<file path="src/sbst_pkg.sv">
package sbst_pkg;

    // Fixed-point format of fractions along the segment
    localparam int FRAC_BITS = 16;
    localparam int FX_W      = FRAC_BITS + 1;     // unsigned Q1.FRAC_BITS
    localparam int COORD_W   = 32;
    localparam int DIFF_W    = COORD_W + 1;       // exact coordinate difference
    localparam int REM_W     = DIFF_W + 1;        // partial remainder, below 2*den
    localparam int AXES      = 3;
    localparam int LANES     = 2 * AXES;          // entry lanes 0..2, exit lanes 3..5
    localparam int DIV_STAGES = FX_W;             // one quotient bit per stage

    localparam logic [FX_W-1:0] ONE_FX = FX_W'(1) << FRAC_BITS;

    typedef struct packed {
        logic signed [COORD_W-1:0] start_x;
        logic signed [COORD_W-1:0] start_y;
        logic signed [COORD_W-1:0] start_z;
        logic signed [COORD_W-1:0] end_x;
        logic signed [COORD_W-1:0] end_y;
        logic signed [COORD_W-1:0] end_z;
        logic signed [COORD_W-1:0] box_min_x;
        logic signed [COORD_W-1:0] box_min_y;
        logic signed [COORD_W-1:0] box_min_z;
        logic signed [COORD_W-1:0] box_max_x;
        logic signed [COORD_W-1:0] box_max_y;
        logic signed [COORD_W-1:0] box_max_z;
    } query_t;

    typedef struct packed {
        logic            hit;
        logic [FX_W-1:0] hit_time;
    } result_t;

    // One divider lane: remainder, divisor, quotient bits so far
    typedef struct packed {
        logic [REM_W-1:0]  rem;
        logic [DIFF_W-1:0] den;
        logic [FX_W-1:0]   quo;
    } div_lane_t;

    // Transaction in flight through the divider pipeline
    typedef struct packed {
        logic                  valid;
        logic                  miss;
        logic [AXES-1:0]       use_st;
        logic [AXES-1:0]       use_et;
        div_lane_t [LANES-1:0] lane;
    } pipe_t;

endpackage

</file>
<file path="src/sbst_setup.sv">
module sbst_setup
    import sbst_pkg::*;
(
    input  logic   clk,
    input  logic   rst_n,
    input  logic   start,
    input  query_t query,
    output pipe_t  pipe_out
);

    pipe_t pipe_reg;
    pipe_t pipe_next;

    logic signed [COORD_W-1:0] s_c  [AXES];
    logic signed [COORD_W-1:0] e_c  [AXES];
    logic signed [COORD_W-1:0] lo_c [AXES];
    logic signed [COORD_W-1:0] hi_c [AXES];

    // Gather coordinates per axis
    always_comb
    begin
        s_c[0]  = query.start_x;   s_c[1]  = query.start_y;   s_c[2]  = query.start_z;
        e_c[0]  = query.end_x;     e_c[1]  = query.end_y;     e_c[2]  = query.end_z;
        lo_c[0] = query.box_min_x; lo_c[1] = query.box_min_y; lo_c[2] = query.box_min_z;
        hi_c[0] = query.box_max_x; hi_c[1] = query.box_max_y; hi_c[2] = query.box_max_z;
    end

    // Early reject, slab numerators and divisors per axis
    always_comb
    begin
        logic signed [DIFF_W-1:0] s, e, lo, hi;
        logic [DIFF_W-1:0] d, n_st, n_et;
        logic u_st, u_et;
        pipe_next       = '0;
        pipe_next.valid = start;
        for (int ax = 0; ax < AXES; ax++)
        begin
            s  = DIFF_W'(s_c[ax]);
            e  = DIFF_W'(e_c[ax]);
            lo = DIFF_W'(lo_c[ax]);
            hi = DIFF_W'(hi_c[ax]);
            if (s < e)
            begin
                d    = DIFF_W'(e - s);
                n_st = DIFF_W'(lo - s);
                n_et = DIFF_W'(hi - s);
                u_st = (s < lo);
                u_et = (e > hi);
                if (s > hi || e < lo)
                    pipe_next.miss = 1'b1;
            end
            else
            begin
                d    = DIFF_W'(s - e);
                n_st = DIFF_W'(s - hi);
                n_et = DIFF_W'(s - lo);
                u_st = (s > hi);
                u_et = (e < lo);
                if (e > hi || s < lo)
                    pipe_next.miss = 1'b1;
            end
            pipe_next.use_st[ax] = u_st;
            pipe_next.use_et[ax] = u_et;
            // unused lanes divide 0 by 1 to stay well defined
            pipe_next.lane[ax].rem        = u_st ? REM_W'(n_st) : '0;
            pipe_next.lane[ax].den        = u_st ? d : DIFF_W'(1);
            pipe_next.lane[ax].quo        = '0;
            pipe_next.lane[AXES+ax].rem   = u_et ? REM_W'(n_et) : '0;
            pipe_next.lane[AXES+ax].den   = u_et ? d : DIFF_W'(1);
            pipe_next.lane[AXES+ax].quo   = '0;
        end
    end

    always_ff @(posedge clk or negedge rst_n)
    begin
        if (!rst_n)
            pipe_reg <= '0;
        else
            pipe_reg <= pipe_next;
    end

    assign pipe_out = pipe_reg;

endmodule

</file>
<file path="config.mk">
export PLATFORM = sky130hd
export DESIGN_NAME = sbst_setup
export DESIGN_NICKNAME = d
export VERILOG_FILES = /design/src/sbst_pkg.sv /design/src/sbst_setup.sv
export SDC_FILE = /design/constraint.sdc
export NUM_CORES = 2
export LEC_CHECK = 0
export ABC_AREA = 1
export ABC_CLOCK_PERIOD_IN_PS = 800
export BUFFER_PORTS_ARGS = -buffer_cell sky130_fd_sc_hd__buf_2
export CAP_MARGIN = 20
export CORE_AREA = 2 2 351 353
export DETAILED_ROUTE_END_ITERATION = 8
export DIE_AREA = 0 0 353 355
export GPL_TIMING_DRIVEN = 0
export PLACE_DENSITY = 0.74
export SLEW_MARGIN = 5
export SYNTH_ARGS = -nofsm -noshare
export SYNTH_HDL_FRONTEND = slang
export SYNTH_SLANG_ARGS = --single-unit
</file>
<file path="constraint.sdc">
create_clock -name clk -period 0.8 [get_ports clk]
set_clock_uncertainty 0.1 [all_clocks]
set_input_delay 0.08 -clock clk [delete_from_list [all_inputs] [get_ports clk]]
set_output_delay 0.08 -clock clk [all_outputs]
set_load 0.005 [all_outputs]
</file>
[Yosys cells after proc, flatten, opt, wreduce, memory -nomap -nowiden]
Index checks and enable logic that the tools add are counted.
Widths: inputs -> output; s select.
Storage, ports and cells
  register bits after elaboration: 404
  word-level logic and storage cells: 91
  bits of input ports: 387
Operators by class
  reductions and logical operators: 6
  muxes and demuxes: 36
  $lt $le $gt $ge: 15
  add/subtract/negate cells: 18
Operators by type and width (count)
  $mux 33: 21
  $sub 32x32->33: 18
  $lt 32x32->1: 9
  $gt 32x32->1: 6
  $mux 1: 15
  $logic_or 1x1->1: 6

[Depth between registers and ports, before layout]
  word-level depth: 8
  gate-level depth with buffers: 22
  gate-level depth less buffers: 20

[Worst setup path after synthesis]
Ideal clock, no wire load.
  path type: input port to flip-flop
  start: in query[352] (netlist bit)
  end: reg pipe_reg, in the netlist pipe_out[18]
  slack: -1.573 ns
  arrival: 2.151 ns
  stages on the path: 16
  library setup time: 0.122 ns
  buffers on the path: 2
  cell sequence: inv_1 -> ha_1 -> inv_1 -> fa_1 -> inv_1 -> o21bai_1 -> a21oi_1 -> o21ai_2 -> nand2_1 -> nand3_1 -> nand2_4 -> nor2_1 -> nor2_1 -> buf_4 -> buf_4 -> nor2_1
RTL lines
  start, declared: line sbst_setup.sv:7  | input query_t query,
  end signal, assigned: line sbst_setup.sv:79  | pipe_reg <= pipe_next;
  end, declared: line sbst_setup.sv:11  | pipe_t pipe_reg;

==> impl_metrics.json <==
{
  "gp_congestion": 1.13,
  "dieWidth_um": 353,
  "path_cells": "buf_2, clkinvlp_4, ha_4, nand2_1, nor2_1, nand2_2, nor2_1, nor2_1, nand2_2, nand2_2, nand2_1, nand2_2, nand2_4, nor2_4, nor2_4, buf_4, buf_12, buf_12, nor2_1",
  "utilization_pct": 59.4,
  "yosysTopAreaCell": "dfrtp_1",
  "dieArea_sq_um": 125000,
  "syn2layout_area_growth_pct": 31.7,
  "vias": 66800,
  "synth_edf_count": 0,
  "htreeDepth": 2,
  "yosysWarnings": 0,
  "clkTransAtPathRegs_ns": 0.06,
  "hold_viol": 310,
  "antenna_found_initial": 44,
  "hpwl_um": 259000,
  "power_mw": 129,
  "worst_setup_path_end_kind": "register",
  "largest_reg_flops": 404,
  "cts_buffer_depth": 3,
  "layout_common_cells": "1727 x nand2_1, 997 x inv_1, 894 x nor2_1",
  "cts-hold-fix-buffers": 2,
  "synth_xor_area_share_pct": 6.93,
  "drt_wl_total_um": 314000,
  "final.min_clock_period_ns": 2.40,
  "synth_top_area_share_pct": 18.5,
  "max_cap_violations": 0,
  "core_area_sq_um": 121000,
  "grt_pass1_wl_um": 426000,
  "grt_overflow": 0,
  "grt_usage_pct": 46.6,
  "grt_max_degree": 116,
  "slowest_delay_ns": 0.49,
  "portBuffers": 790,
  "finalSetupViolCount": 918,
  "violations": "hold timing, setup timing",
  "synth_simple_gate_area_share_pct": 26.3,
  "regArea_sq_um": 10100,
  "start_kind": "input pin",
  "first_pass_iters": 7,
  "drive_gt1_share_pct": 25.5,
  "timing.fmax_mhz": 416,
  "critPathMaxFanout": 6,
  "layout_commonest_cell": "nand2_1",
  "via_per_inst": 5.89,
  "cts-root-buf": "clkbuf_16",
  "setup_ws_ns": -1.60,
  "critical-path-top-delay-family": "simple AND/OR/NAND/NOR gates",
  "finalNetCount": 10800,
  "finalCritPeriodShare_pct": 300,
  "power.density_nw_per_um2": 1790,
  "path_buf_inv": 5,
  "placed_cell_area_sq_um": 62800,
  "n_fill_cell": 11500,
  "drc_errors": 0,
  "timing.hold.ws_ns": -0.733,
  "worst_pin_slew_ns": 0.770,
  "slew_headroom_pct": 48.1,
  "report.final.slew_viol_count": 0,
  "start_util_pct": 45.1,
  "required_ns": 1.21,
  "p_leak_nw": 37.3,
  "fp.dieH_um": 355,
  "final_cells": 11300,
  "synth_area_sq_um": 54800,
  "ioPinCount": 899,
  "synth_seq_cells": 404,
  "avgRoutedWirePerCell_um": 27.7,
  "vdd_drop_max_v": 0.00171,
  "yosys-top-cells-area": "dfrtp_1 18%, ha_1 17%, nand2_1 13%, a21oi_1 8.2%, inv_1 7.5%",
  "dpl.cell_count": 11000,
  "slowest_stage": "ha_4",
  "cts_sinks": 404,
  "synthMuxAreaShare_pct": 0,
  "cts_tree": "yes",
  "synth_cells": 8522,
  "async_flop_share_pct": 100,
  "rsz0062_at_grt": "yes",
  "ys_seq_area_share_pct": 18.5,
  "fp-row-count": 128,
  "ys_types": 49,
  "fin_area_sq_um": 72100,
  "multi_input_area_sq_um": 44100,
  "crit_type": "in -> reg",
  "worstPathArrival_ns": 2.81,
  "grt_pass1_vias": 62700,
  "synth_top_family_by_area": "simple AND/OR/NAND/NOR gates",
  "pre_cts_slack_ns": -2.91,
  "postRouteAntennaNets": 0,
  "drt_iter0_drc": 8476,
  "setup_tns_ns": -773.55,
  "synth_compound_area_share_pct": 18.6,
  "syn_avg_cell_area_sq_um": 6.42,
  "synth_fa_ha_area_share_pct": 18.1,
  "numCtsBuffers": 45,
  "hold_path.class": "in -> async",
  "status": "finished with violations",
  "ys.flop_type": "dfrtp_1"
}
## worst paths after layout
path	start	depth (start not counted)	slack, ns	endpoint
max in group asynchronous	rst_n	3	-0.27	pipe_out[79]
hold / removal	rst_n	1	-0.73	pipe_out[406]
min in group clk	query[352]	5	-0.24	pipe_out[50]
setup / recovery	query[44]	19	-1.60	pipe_out[102]
## metal layers
layer / up-vias / part of all wire, % / global-route usage, %
met2: 4782 / 42 / 70.8
met4: 14 / 9.8 / 37.1
met3: 1238 / 11 / 11.2
li1: 29600 / - / -
met5: - / 0.028 / 0
met1: 31200 / 37 / 56.4
## power breakdown
| part | total, mW | internal [mW] | switching [mW] |
|---|---|---|---|
| logic | 77.8 | 27.5 | 50.3 |
| registers | 28.1 | 26.0 | 2.06 |
| clock network | 23.1 | 13.3 | 9.82 |
| total | 129 | 66.8 | 62.2 |
## cell usage after synthesis (all sizes together), types with 2 or more instances
cell type,count
xor2,345
o21a,66
or2,59
a211oi,5
nand4,55
nand3b,7
fa,18
inv,1103
nor3b,4
o21bai,70
nor4,7
and3,3
a21boi,29
nand3,325
a21o,78
clkbuf,129
dfrtp,404
a21oi,902
xnor2,88
buf,236
a31oi,17
nor3,65
o31ai,2
ha,765
and2,5
o211ai,40
nor2,1076
o21ai,661
nand2,1955
## layout make-up
cell class | instances | share of cell area, %
clock buffer | 61 | 1.73
sequential | 404 | 14.0
tap | 1625 | 2.82
antenna | 27 | 0.0937
buffer | 306 | 4.23
inverter | 1103 | 5.94
multi-input combinational | 6757 | 61.2
clock inverter | 20 | 0.451
timing repair buffer | 1032 | 9.55
## timing repair
| item | CTS | global route |
|---|---|---|
| gates cloned | 8 | 9 |
| resized for setup | 768 | 856 |
| buffers inserted | 105 | 115 |
| hold endpoints to repair | 321 | 177 |
| pin swaps | 96 | 141 |
| setup endpoints to repair | 917 | 918 |
## logic make-up (layout without fill, tap and decap cells)
logic type / Yosys count / in the layout
and+or+nand+nor: 3561 / 3561
AOI/OAI and AO/OA: 1872 / 1872
buffers and inverters: 1468 / 2522
adders and majority gates: 783 / 783
xor gates and xnor gates: 433 / 433
DFF: 404 / 404
other: 1 / 135
(Power assumes the default switching activity.)
